<file path="src/sv/component_color_transform_macros.svh">
`ifndef COMPONENT_COLOR_TRANSFORM_MACROS_SVH
`define COMPONENT_COLOR_TRANSFORM_MACROS_SVH

// Both macros expect signals named clk and rst in the scope where they are used.

// The consequent must hold in the same cycle as the antecedent.
`define CCT_ASSERT_IMP(label, ante, cons) \
  label: assert property (@(posedge clk) disable iff (rst) (ante) |-> (cons)) \
    else $error("colour transform: same-cycle check failed");

// The consequent must hold in the cycle after the antecedent.
`define CCT_ASSERT_NEXT(label, ante, cons) \
  label: assert property (@(posedge clk) disable iff (rst) (ante) |=> (cons)) \
    else $error("colour transform: next-cycle check failed");

`endif

</file>
<file path="src/sv/cct_pkg.sv">
package cct_pkg;

  localparam int SAMPLE_BITS_DEF     = 19;
  localparam int COEF_FRAC_BITS_DEF  = 16;
  localparam int PIPE_STAGES         = 6;
  localparam int CFG_IDX_BITS        = 1;
  localparam int CFG_DATA_BITS       = 1;
  localparam int COEF_MAX_BITS       = 26;

  typedef enum logic [CFG_IDX_BITS-1:0] {
    CFG_DIRECTION_INVERSE = 1'b0,
    CFG_IRREVERSIBLE_MODE = 1'b1
  } cfg_reg_e;

  typedef struct packed {
    logic inverse;
    logic irrev;
  } cct_mode_t;

  // Standard ICT coefficients in Q24.
  localparam logic [24:0] Q24_AR  = 25'd5016388;
  localparam logic [24:0] Q24_AG  = 25'd9848226;
  localparam logic [24:0] Q24_AB  = 25'd1912603;
  localparam logic [24:0] Q24_ICB = 25'd9467955;
  localparam logic [24:0] Q24_ICR = 25'd11966631;
  localparam logic [24:0] Q24_RCR = 25'd23521657;
  localparam logic [24:0] Q24_BCB = 25'd29729227;
  localparam logic [24:0] Q24_GCR = 25'd11981214;
  localparam logic [24:0] Q24_GCB = 25'd5773644;

  // Rounds a Q24 coefficient half up to the given number of fraction bits.
  function automatic logic [COEF_MAX_BITS-1:0] coef_q(input logic [24:0] q24, input int frac);
    logic [26:0] t;
    t = ({2'b00, q24} << 1) >> (24 - frac);
    t = t + 27'd1;
    return t[26:1];
  endfunction

endpackage

</file>
<file path="src/sv/cct_stream_if.sv">
interface cct_pixel_if #(
  parameter int SAMPLE_BITS = cct_pkg::SAMPLE_BITS_DEF
);
  logic                          valid;
  logic                          ready;
  logic signed [SAMPLE_BITS-1:0] comp_a;
  logic signed [SAMPLE_BITS-1:0] comp_b;
  logic signed [SAMPLE_BITS-1:0] comp_c;
  logic                          last_in;

  modport source (output valid, comp_a, comp_b, comp_c, last_in, input ready);
  modport sink   (input valid, comp_a, comp_b, comp_c, last_in, output ready);
endinterface

interface cct_result_if #(
  parameter int SAMPLE_BITS = cct_pkg::SAMPLE_BITS_DEF
);
  logic                          valid;
  logic                          ready;
  logic signed [SAMPLE_BITS-1:0] res_a;
  logic signed [SAMPLE_BITS-1:0] res_b;
  logic signed [SAMPLE_BITS-1:0] res_c;
  logic                          clipped;
  logic                          last_out;

  modport source (output valid, res_a, res_b, res_c, clipped, last_out, input ready);
  modport sink   (input valid, res_a, res_b, res_c, clipped, last_out, output ready);
endinterface

</file>
<file path="src/sv/cct_datapath.sv">
module cct_datapath #(
  parameter int SAMPLE_BITS    = cct_pkg::SAMPLE_BITS_DEF,
  parameter int COEF_FRAC_BITS = cct_pkg::COEF_FRAC_BITS_DEF
) (
  input  logic                                clk,
  input  logic [cct_pkg::PIPE_STAGES-1:0]     en,
  input  cct_pkg::cct_mode_t                  mode,
  input  logic signed [SAMPLE_BITS-1:0]       comp_a,
  input  logic signed [SAMPLE_BITS-1:0]       comp_b,
  input  logic signed [SAMPLE_BITS-1:0]       comp_c,
  input  logic                                last_in,
  output logic signed [SAMPLE_BITS-1:0]       res_a,
  output logic signed [SAMPLE_BITS-1:0]       res_b,
  output logic signed [SAMPLE_BITS-1:0]       res_c,
  output logic                                clipped,
  output logic                                last_out
);
  import cct_pkg::*;

  localparam int S   = SAMPLE_BITS;
  localparam int F   = COEF_FRAC_BITS;
  localparam int CW  = F + 1;
  localparam int PW  = S + CW + 1;
  localparam int VW  = S + F + 3;
  localparam int RW  = S + 3;
  localparam int HW  = VW - F;
  localparam int HPW = HW + CW + 1;
  localparam int LPW = F + CW;

  localparam logic [CW-1:0] K_AR  = CW'(coef_q(Q24_AR, F));
  localparam logic [CW-1:0] K_AG  = CW'(coef_q(Q24_AG, F));
  localparam logic [CW-1:0] K_AB  = CW'(coef_q(Q24_AB, F));
  localparam logic [CW-1:0] K_ICB = CW'(coef_q(Q24_ICB, F));
  localparam logic [CW-1:0] K_ICR = CW'(coef_q(Q24_ICR, F));
  localparam logic [CW-1:0] K_RCR = CW'(coef_q(Q24_RCR, F));
  localparam logic [CW-1:0] K_BCB = CW'(coef_q(Q24_BCB, F));
  localparam logic [CW-1:0] K_GCR = CW'(coef_q(Q24_GCR, F));
  localparam logic [CW-1:0] K_GCB = CW'(coef_q(Q24_GCB, F));

  localparam logic signed [VW-1:0]  HALF_V = VW'(64'sd1 <<< (F - 1));
  localparam logic signed [HPW-1:0] HALF_H = HPW'(64'sd1 <<< (F - 1));
  localparam logic signed [RW-1:0]  SAT_HI = RW'((64'sd1 <<< (S - 1)) - 64'sd1);
  localparam logic signed [RW-1:0]  SAT_LO = -SAT_HI - RW'(1);

  // Stage 1: products and the reversible transform.
  logic signed [PW-1:0] op0, op1, op2, m_next [4];
  logic        [CW-1:0] k0, k1, k2;
  logic signed [RW-1:0] ae, be, ce, g, rct [3];
  logic signed [PW-1:0] s1_m [4];
  logic signed [S-1:0]  s1_a, s1_c;
  logic signed [RW-1:0] s1_r [3];
  logic                 s1_last;

  always_comb begin
    op0 = mode.inverse ? PW'(comp_c) : PW'(comp_a);
    op1 = mode.inverse ? PW'(comp_c) : PW'(comp_b);
    op2 = mode.inverse ? PW'(comp_b) : PW'(comp_c);
    k0  = mode.inverse ? K_RCR : K_AR;
    k1  = mode.inverse ? K_GCR : K_AG;
    k2  = mode.inverse ? K_GCB : K_AB;
    m_next[0] = op0 * PW'($signed({1'b0, k0}));
    m_next[1] = op1 * PW'($signed({1'b0, k1}));
    m_next[2] = op2 * PW'($signed({1'b0, k2}));
    m_next[3] = PW'(comp_b) * PW'($signed({1'b0, K_BCB}));

    ae = RW'(comp_a);
    be = RW'(comp_b);
    ce = RW'(comp_c);
    g  = ae - ((be + ce) >>> 2);
    if (mode.inverse) begin
      rct[0] = ce + g;
      rct[1] = g;
      rct[2] = be + g;
    end else begin
      rct[0] = (ae + (be <<< 1) + ce) >>> 2;
      rct[1] = ce - be;
      rct[2] = ae - be;
    end
  end

  // Stage 2: forward luma in fixed point, or the inverse sums with the rounding offset.
  logic signed [VW-1:0] a_sh, v_next [3];
  logic signed [VW-1:0] s2_v [3];
  logic signed [S-1:0]  s2_a, s2_c;
  logic signed [RW-1:0] s2_r [3];
  logic                 s2_last;

  always_comb begin
    a_sh = VW'(s1_a) <<< F;
    if (mode.inverse) begin
      v_next[0] = a_sh + VW'(s1_m[0]) + HALF_V;
      v_next[1] = a_sh - VW'(s1_m[1]) - VW'(s1_m[2]) + HALF_V;
      v_next[2] = a_sh + VW'(s1_m[3]) + HALF_V;
    end else begin
      v_next[0] = VW'(s1_m[0]) + VW'(s1_m[1]) + VW'(s1_m[2]);
      v_next[1] = '0;
      v_next[2] = '0;
    end
  end

  // Stage 3: chroma differences against the luma, rounding of the other ICT results.
  logic signed [RW-1:0] r3_next [3];
  logic signed [VW-1:0] d_next [2];
  logic signed [RW-1:0] s3_r [3];
  logic signed [VW-1:0] s3_d [2];
  logic                 s3_last;

  always_comb begin
    d_next[0] = (VW'(s2_c) <<< F) - s2_v[0];
    d_next[1] = (VW'(s2_a) <<< F) - s2_v[0];
    if (!mode.irrev) begin
      r3_next = s2_r;
    end else if (mode.inverse) begin
      for (int i = 0; i < 3; i++) r3_next[i] = RW'(s2_v[i] >>> F);
    end else begin
      r3_next[0] = RW'((s2_v[0] + HALF_V) >>> F);
      r3_next[1] = '0;
      r3_next[2] = '0;
    end
  end

  // Stage 4: chroma scaling, split into whole and fraction parts of the difference.
  logic signed [HW-1:0]  hi [2];
  logic        [F-1:0]   lo [2];
  logic        [CW-1:0]  kc [2];
  logic signed [HPW-1:0] ph_next [2];
  logic        [LPW-1:0] pl_next [2];
  logic signed [RW-1:0]  s4_r [3];
  logic signed [HPW-1:0] s4_ph [2];
  logic        [LPW-1:0] s4_pl [2];
  logic                  s4_last;

  always_comb begin
    kc[0] = K_ICB;
    kc[1] = K_ICR;
    for (int i = 0; i < 2; i++) begin
      hi[i] = $signed(s3_d[i][VW-1:F]);
      lo[i] = s3_d[i][F-1:0];
      ph_next[i] = HPW'(hi[i]) * HPW'($signed({1'b0, kc[i]}));
      pl_next[i] = LPW'(lo[i]) * LPW'(kc[i]);
    end
  end

  // Stage 5: recombine and round the chroma.
  logic signed [HPW-1:0] q [2];
  logic signed [RW-1:0]  r5_next [3];
  logic signed [RW-1:0]  s5_r [3];
  logic                  s5_last;

  always_comb begin
    r5_next = s4_r;
    for (int i = 0; i < 2; i++) begin
      q[i] = s4_ph[i] + $signed(HPW'(s4_pl[i] >> F)) + HALF_H;
    end
    if (mode.irrev && !mode.inverse) begin
      r5_next[1] = RW'(q[0] >>> F);
      r5_next[2] = RW'(q[1] >>> F);
    end
  end

  // Stage 6: saturation into the output register.
  logic signed [S-1:0] sat_v [3];
  logic                clip_next;

  always_comb begin
    clip_next = 1'b0;
    for (int i = 0; i < 3; i++) begin
      if (s5_r[i] > SAT_HI) begin
        sat_v[i]  = SAT_HI[S-1:0];
        clip_next = 1'b1;
      end else if (s5_r[i] < SAT_LO) begin
        sat_v[i]  = SAT_LO[S-1:0];
        clip_next = 1'b1;
      end else begin
        sat_v[i] = s5_r[i][S-1:0];
      end
    end
  end

  always_ff @(posedge clk) begin
    if (en[0]) begin
      s1_m    <= m_next;
      s1_a    <= comp_a;
      s1_c    <= comp_c;
      s1_r    <= rct;
      s1_last <= last_in;
    end
    if (en[1]) begin
      s2_v    <= v_next;
      s2_a    <= s1_a;
      s2_c    <= s1_c;
      s2_r    <= s1_r;
      s2_last <= s1_last;
    end
    if (en[2]) begin
      s3_r    <= r3_next;
      s3_d    <= d_next;
      s3_last <= s2_last;
    end
    if (en[3]) begin
      s4_r    <= s3_r;
      s4_ph   <= ph_next;
      s4_pl   <= pl_next;
      s4_last <= s3_last;
    end
    if (en[4]) begin
      s5_r    <= r5_next;
      s5_last <= s4_last;
    end
    if (en[5]) begin
      res_a    <= sat_v[0];
      res_b    <= sat_v[1];
      res_c    <= sat_v[2];
      clipped  <= clip_next;
      last_out <= s5_last;
    end
  end

endmodule

</file>
<file path="src/sv/component_color_transform.sv">
// Channel  Side  Beat contents
// pixel    in    comp_a, comp_b, comp_c, last_in
// result   out   res_a, res_b, res_c, clipped, last_out
// cfg      in    cfg_index, cfg_data, taken when cfg_we is high
//
// One beat per clock sustained while result.ready stays high.
// The depth is set by the forward ICT: luma sum, chroma difference, then a second
// multiply and its rounding, each in a stage of its own, with saturation last.
// Reset clears both mode registers and every stage valid bit.
// A full stage holds while the one after it is full and stalled; empty stages
// still fill, so pixel.ready follows the free space in the pipeline.

`include "component_color_transform_macros.svh"

module component_color_transform #(
  parameter int SAMPLE_BITS    = cct_pkg::SAMPLE_BITS_DEF,
  parameter int COEF_FRAC_BITS = cct_pkg::COEF_FRAC_BITS_DEF
) (
  input  logic                              clk,
  input  logic                              rst,
  cct_pixel_if.sink                         pixel,
  cct_result_if.source                      result,
  input  logic                              cfg_we,
  input  logic [cct_pkg::CFG_IDX_BITS-1:0]  cfg_index,
  input  logic [cct_pkg::CFG_DATA_BITS-1:0] cfg_data
);
  import cct_pkg::*;

  localparam logic signed [SAMPLE_BITS-1:0] RES_MAX = {1'b0, {(SAMPLE_BITS - 1){1'b1}}};
  localparam logic signed [SAMPLE_BITS-1:0] RES_MIN = {1'b1, {(SAMPLE_BITS - 1){1'b0}}};

  cct_mode_t              mode;
  logic [PIPE_STAGES-1:0] vld;
  logic [PIPE_STAGES-1:0] en;
  logic                   res_at_rail;

  always_ff @(posedge clk) begin
    if (rst) begin
      mode <= '0;
    end else if (cfg_we) begin
      unique case (cfg_reg_e'(cfg_index))
        CFG_DIRECTION_INVERSE: mode.inverse <= cfg_data[0];
        CFG_IRREVERSIBLE_MODE: mode.irrev   <= cfg_data[0];
      endcase
    end
  end

  // A stage may load when it is empty or when its contents move on this cycle.
  always_comb begin
    en[PIPE_STAGES-1] = !vld[PIPE_STAGES-1] || result.ready;
    for (int k = PIPE_STAGES - 2; k >= 0; k--) begin
      en[k] = !vld[k] || en[k+1];
    end
  end

  always_ff @(posedge clk) begin
    if (rst) begin
      vld <= '0;
    end else begin
      if (en[0]) vld[0] <= pixel.valid;
      for (int k = 1; k < PIPE_STAGES; k++) begin
        if (en[k]) vld[k] <= vld[k-1];
      end
    end
  end

  assign pixel.ready  = en[0];
  assign result.valid = vld[PIPE_STAGES-1];

  cct_datapath #(
    .SAMPLE_BITS    (SAMPLE_BITS),
    .COEF_FRAC_BITS (COEF_FRAC_BITS)
  ) u_datapath (
    .clk      (clk),
    .en       (en),
    .mode     (mode),
    .comp_a   (pixel.comp_a),
    .comp_b   (pixel.comp_b),
    .comp_c   (pixel.comp_c),
    .last_in  (pixel.last_in),
    .res_a    (result.res_a),
    .res_b    (result.res_b),
    .res_c    (result.res_c),
    .clipped  (result.clipped),
    .last_out (result.last_out)
  );

  assign res_at_rail = result.res_a == RES_MAX || result.res_a == RES_MIN ||
                       result.res_b == RES_MAX || result.res_b == RES_MIN ||
                       result.res_c == RES_MAX || result.res_c == RES_MIN;

  `CCT_ASSERT_NEXT(a_accept_fills_first, pixel.valid && pixel.ready, vld[0])
  `CCT_ASSERT_NEXT(a_mid_stage_holds, vld[2] && !en[2], vld[2])
  `CCT_ASSERT_IMP(a_clip_at_bound, result.valid && result.clipped, res_at_rail)

endmodule

</file>
<file path="src/flat_wrapper.sv">
// flat-port wrapper written by rule: the top's interface ports become plain ports
module component_color_transform_flat import cct_pkg::*;
#(
  parameter int SAMPLE_BITS    = cct_pkg::SAMPLE_BITS_DEF,
  parameter int COEF_FRAC_BITS = cct_pkg::COEF_FRAC_BITS_DEF
)
  (clk, rst, cfg_we, cfg_index, cfg_data, pixel_valid, pixel_comp_a, pixel_comp_b, pixel_comp_c, pixel_last_in, pixel_ready, result_valid, result_res_a, result_res_b, result_res_c, result_clipped, result_last_out, result_ready);
  cct_pixel_if #(.SAMPLE_BITS(SAMPLE_BITS)) pixel_i ();
  cct_result_if #(.SAMPLE_BITS(SAMPLE_BITS)) result_i ();
  input  logic clk;
  input  logic rst;
  input  logic cfg_we;
  input  logic [cct_pkg::CFG_IDX_BITS-1:0] cfg_index;
  input  logic [cct_pkg::CFG_DATA_BITS-1:0] cfg_data;
  input wire logic [$bits(pixel_i.valid)-1:0] pixel_valid;
  input wire logic [$bits(pixel_i.comp_a)-1:0] pixel_comp_a;
  input wire logic [$bits(pixel_i.comp_b)-1:0] pixel_comp_b;
  input wire logic [$bits(pixel_i.comp_c)-1:0] pixel_comp_c;
  input wire logic [$bits(pixel_i.last_in)-1:0] pixel_last_in;
  output wire logic [$bits(pixel_i.ready)-1:0] pixel_ready;
  output wire logic [$bits(result_i.valid)-1:0] result_valid;
  output wire logic [$bits(result_i.res_a)-1:0] result_res_a;
  output wire logic [$bits(result_i.res_b)-1:0] result_res_b;
  output wire logic [$bits(result_i.res_c)-1:0] result_res_c;
  output wire logic [$bits(result_i.clipped)-1:0] result_clipped;
  output wire logic [$bits(result_i.last_out)-1:0] result_last_out;
  input wire logic [$bits(result_i.ready)-1:0] result_ready;
  assign pixel_i.valid = pixel_valid;
  assign pixel_i.comp_a = pixel_comp_a;
  assign pixel_i.comp_b = pixel_comp_b;
  assign pixel_i.comp_c = pixel_comp_c;
  assign pixel_i.last_in = pixel_last_in;
  assign pixel_ready = pixel_i.ready;
  assign result_valid = result_i.valid;
  assign result_res_a = result_i.res_a;
  assign result_res_b = result_i.res_b;
  assign result_res_c = result_i.res_c;
  assign result_clipped = result_i.clipped;
  assign result_last_out = result_i.last_out;
  assign result_i.ready = result_ready;
  component_color_transform #(.SAMPLE_BITS(SAMPLE_BITS), .COEF_FRAC_BITS(COEF_FRAC_BITS)) u_core (.clk(clk), .rst(rst), .pixel(pixel_i), .result(result_i), .cfg_we(cfg_we), .cfg_index(cfg_index), .cfg_data(cfg_data));
endmodule
</file>
<file path="config.mk">
export PLATFORM = sky130hd
export DESIGN_NAME = component_color_transform_flat
export DESIGN_NICKNAME = d
export VERILOG_FILES = /design/src/sv/cct_pkg.sv /design/src/sv/cct_stream_if.sv /design/src/sv/cct_datapath.sv /design/src/sv/component_color_transform.sv /design/src/flat_wrapper.sv
export VERILOG_INCLUDE_DIRS = /design/src /design/src/sv
export SDC_FILE = /design/constraint.sdc
export NUM_CORES = 2
export LEC_CHECK = 0
export BUFFER_PORTS_ARGS = -buffer_cell sky130_fd_sc_hd__buf_2
export CAP_MARGIN = 20
export CORE_MARGIN = 8
export CORE_UTILIZATION = 53
export CTS_BUF_LIST = sky130_fd_sc_hd__clkbuf_8
export CTS_CLUSTER_DIAMETER = 120
export CTS_CLUSTER_SIZE = 16
export DETAILED_ROUTE_END_ITERATION = 10
export PLACE_DENSITY = 0.72
export SLEW_MARGIN = 40
export SYNTH_ARGS = -nofsm -noshare
export SYNTH_HDL_FRONTEND = slang
export SYNTH_SLANG_ARGS = --single-unit
</file>
<file path="constraint.sdc">
create_clock -name clk -period 21.5 [get_ports clk]
set_clock_uncertainty 0.05 [all_clocks]
set_input_delay 2.15 -clock clk [delete_from_list [all_inputs] [get_ports clk]]
set_output_delay 2.15 -clock clk [all_outputs]
set_load 0.005 [all_outputs]
</file>
==> out/results.tsv <==
stage	metric	value	unit
status	outcome	completed	
grt	number of global-route vias before repair	64933	
yosys	Synth Warn #	0	
yosys	Post-synth EDFFs	838	
clock_tree	CTS root buffer	clkbuf_8	
timing	setup_tns	0	ns
clock_tree	clock slew at reported path FFs	0.11	ns
clock_tree	CTS tree	done	
worst_hold_path	HP Start	u_core.u_datapath.s3_r[9]$_DFFE_PP_	
yosys	Synth async-reset ratio	0	%
clock_tree	CTS Hold Bufs	0	
yosys	Syn Area/Cell	10.5	um2
worst_setup_path	Arr. time, crit path	9.79	ns
timing	RSZ-0062 raised after global routing	false	
worst_hold_path	Hold Crit Endpoint	u_core.u_datapath.s4_r[9]$_DFFE_PP_	
grt	Congestion Overflow GR	0	
detailed_routing	DRT iter0 DRCs	4940	
die	initial core utilization	53.4	%
clock_tree	Num CTS Buffers	67	
detailed_routing	wire per inst	22.2	um
worst_setup_path	worst reg-to-reg setup slack	13.34	ns
timing	fmax	0.108	GHz
clock_tree	H-tree depth	3	
die	width of the chip	434	um
detailed_routing	Vias/cell	5.57	
clock_tree	post-CTS setup buffers	0	
die	Die Span Y	434	um
detailed_routing	via count	63044	
yosys	sequential cell area fraction in the yosys report	27.3	%
grt	antenna violations before repair	20	
timing	Setup violations, final	0	
detailed_routing	final wirelength	251000	um
grt	largest net degree at the start of global routing	150	
die	area of the die	189000	um2
place	cell area after placement	96400	um2
timing	Least-Margin Pin Slew	0.877	ns
grt	global-route wire length before repair	380000	um
timing	min Tclk post-route	9.23	ns
yosys	list of most frequent post-synthesis cells	1906 x inv_1, 1374 x ha_1, 1089 x fa_1, 838 x edfxtp_1, 475 x nand2_1	
detailed_routing	DRC violations left	0	
place	GPL Wtd Cong	0.990	
cells_and_area	post-route cell area	97600	um2
timing	Final Hold Viols	0	
detailed_routing	DRT antenna net count	0	
timing	WHS	0.330	ns
worst_setup_path	Crit Path Class	in -> reg	
yosys	Synth cell types	94	
clock_tree	Worst-Skew Late Latency	0.88	ns
die	core area	174000	um2
worst_setup_path	Worst Setup Start Kind	input port	
die	row cnt	153	
yosys	Mapped Cells	8810	
cells_and_area	Final Util	56.2	%
cells_and_area	sequential cell area	25300	um2
worst_setup_path	Critical Path End Type	flip-flop	
yosys	top-count cell post-synth	inv_1	
grt	overall routing resource usage	26.6	%
clock_tree	Max clock buf depth	3	
die	boundary pin count	126	
worst_setup_path	CP required	22.07	ns
worst_hold_path	hold depth	0	
cells_and_area	Synth-to-Final Area Change	5.26	%
worst_setup_path	RR Startpoint	u_core.mode[1]$_SDFFE_PP0P_	
cells_and_area	share of layout cells above drive strength 1	3.60	%
cells_and_area	NumNets Final	11494	
yosys	leading area contributor after synthesis	edfxtp_1	
worst_setup_path	Max FO, Critical Path	41	
place	HPWL after DPL	212000	um
worst_setup_path	reg2reg path depth	24	
cells_and_area	Multi-input gate area	60000	um2
worst_hold_path	HP Class	reg -> reg	
clock_tree	post_cts resized	0	
detailed_routing	first drt pass iteration count	9	
yosys	top-area cell type share of the netlist area	27.1	%
cells_and_area	Filler Cells Inserted	15104	
place	port bufs	125	
yosys	ys flop type	edfxtp_1	
clock_tree	clk sinks	846	
yosys	top cells by area, synth	edfxtp_1 27%, fa_1 24%, ha_1 19%	
yosys	synthesis-stage register bit count	846	
job	max_cap viols	0	
timing	fin crit share	42.9	%
timing	Slew headroom	40.8	%
worst_setup_path	worst reg2reg endpoint	u_core.u_datapath.s1_m[107]$_DFFE_PP_	
yosys	Syn Std Cell Area	92800	um2
timing	Slew Viols, Final	0	
-- area by class of cell --
class	instances	share of cell area, %
multi-input combinational	5977	61.5
sequential	846	25.9
inverter	1910	7.35
tap	2325	2.98
timing repair buffer	164	1.02
clock buffer	67	0.944
clock inverter	26	0.243
antenna	8	0.0205
-- layer usage --
metal / global-route usage, % / up-vias / part of all wire [%]
met3: 2.69 / 385 / 6.0
li1: - / 29395 / -
met2: 44.4 / 1862 / 47
met5: 0 / - / 0.0052
met1: 35.6 / 31400 / 42
met4: 11.3 / 2 / 5.0
-- worst max-delay path by stage --
stage | start | endpoint | slack [ns]
2_1_floorplan | result_ready | u_core.u_datapath.s1_a[0]$_DFFE_PP_ | 9.46
3_3_place_gp | pixel_comp_b[18] | u_core.u_datapath.s1_m[107]$_DFFE_PP_ | 11.42
3_5_place_dp | pixel_comp_b[18] | u_core.u_datapath.s1_m[107]$_DFFE_PP_ | 11.56
4_1_cts | pixel_comp_b[18] | u_core.u_datapath.s1_m[107]$_DFFE_PP_ | 12.47
5_1_grt | pixel_comp_b[18] | u_core.u_datapath.s1_m[110]$_DFFE_PP_ | 11.68
6_report | pixel_comp_b[18] | u_core.u_datapath.s1_m[106]$_DFFE_PP_ | 12.27
-- cells in the final DEF (no fill, tap or decap), types with 33 or more instances in the layout --
master and count:
nand3_1 90, conb_1 47, nor2_1 447, fa_1 1089, clkbuf_8 67, ha_1 1374, or3_1 33, a211oi_1 46
a21oi_1 402, nand4_1 45, inv_1 1912, and3_1 52, xnor2_1 364, nand2_1 471, nor2b_1 87, o21ai_0 330
a21o_1 180, edfxtp_1 838, buf_2 125, nand2b_1 66, xor2_1 157, a31oi_1 47, o21bai_1 60, nor3_1 116
o21a_1 71
-- critical path, stage by stage --
cell,delay (ns)
buf_2,0.07
buf_4,0.40
clkinv_1,0.72
nor2_1,0.84
inv_1,0.29
nand2_1,0.41
clkinv_1,0.69
fa_1,0.77
inv_1,0.06
fa_1,0.53
inv_1,0.05
fa_1,0.48
inv_1,0.04
ha_1,0.35
o21a_1,0.20
o31a_1,0.10
a211oi_1,0.62
a21oi_1,0.22
o211ai_1,0.29
nand3b_1,0.15
a31oi_1,0.24
xnor2_1,0.08
-- through the flow --
step / setup slack [ns] / instances
after detailed placement: 11.56 / 11221
after global routing: 11.68 / 11320
final: 12.27 / 11323
after global placement: 11.42 / 11220
after CTS: 12.47 / 11314
after floorplan: 9.46 / 8855
-- registers in the layout, indices dropped and copies added, names as in the netlist, 2 cells and up --
signal	cells
u_core.u_datapath.s1_c	19
u_core.u_datapath.s1_m	132
u_core.u_datapath.res_c	19
u_core.u_datapath.hi	44
u_core.u_datapath.s4_r	44
u_core.u_datapath.r5_next	22
u_core.u_datapath.s1_a	19
u_core.u_datapath.s2_r	62
u_core.u_datapath.res_b	19
u_core.u_datapath.s3_r	66
u_core.u_datapath.s4_pl	29
u_core.u_datapath.s2_c	19
u_core.u_datapath.s2_v	82
u_core.u_datapath.s2_a	19
u_core.mode	2
u_core.u_datapath.s1_r	62
u_core.u_datapath.lo	16
u_core.u_datapath.s5_r	66
u_core.vld	6
u_core.u_datapath.s4_ph	73
u_core.u_datapath.res_a	19
-- cells by family (layout without fill, tap and decap cells) --
group,Yosys count,count (layout),synth area share (%)
other,2,55,0.00810
xor gates and xnor gates,521,521,4.92
muxes,29,29,0.325
buffers and inverters,2032,2167,8.23
and+or+nand+nor,1533,1533,7.72
adders and majority gates,2463,2463,42.0
AOI/OAI and AO/OA,1384,1384,9.45
DFF,846,846,27.3
Power is not shown: default switching activity piles up to over one toggle a cycle in this logic, so the estimate is an artifact.
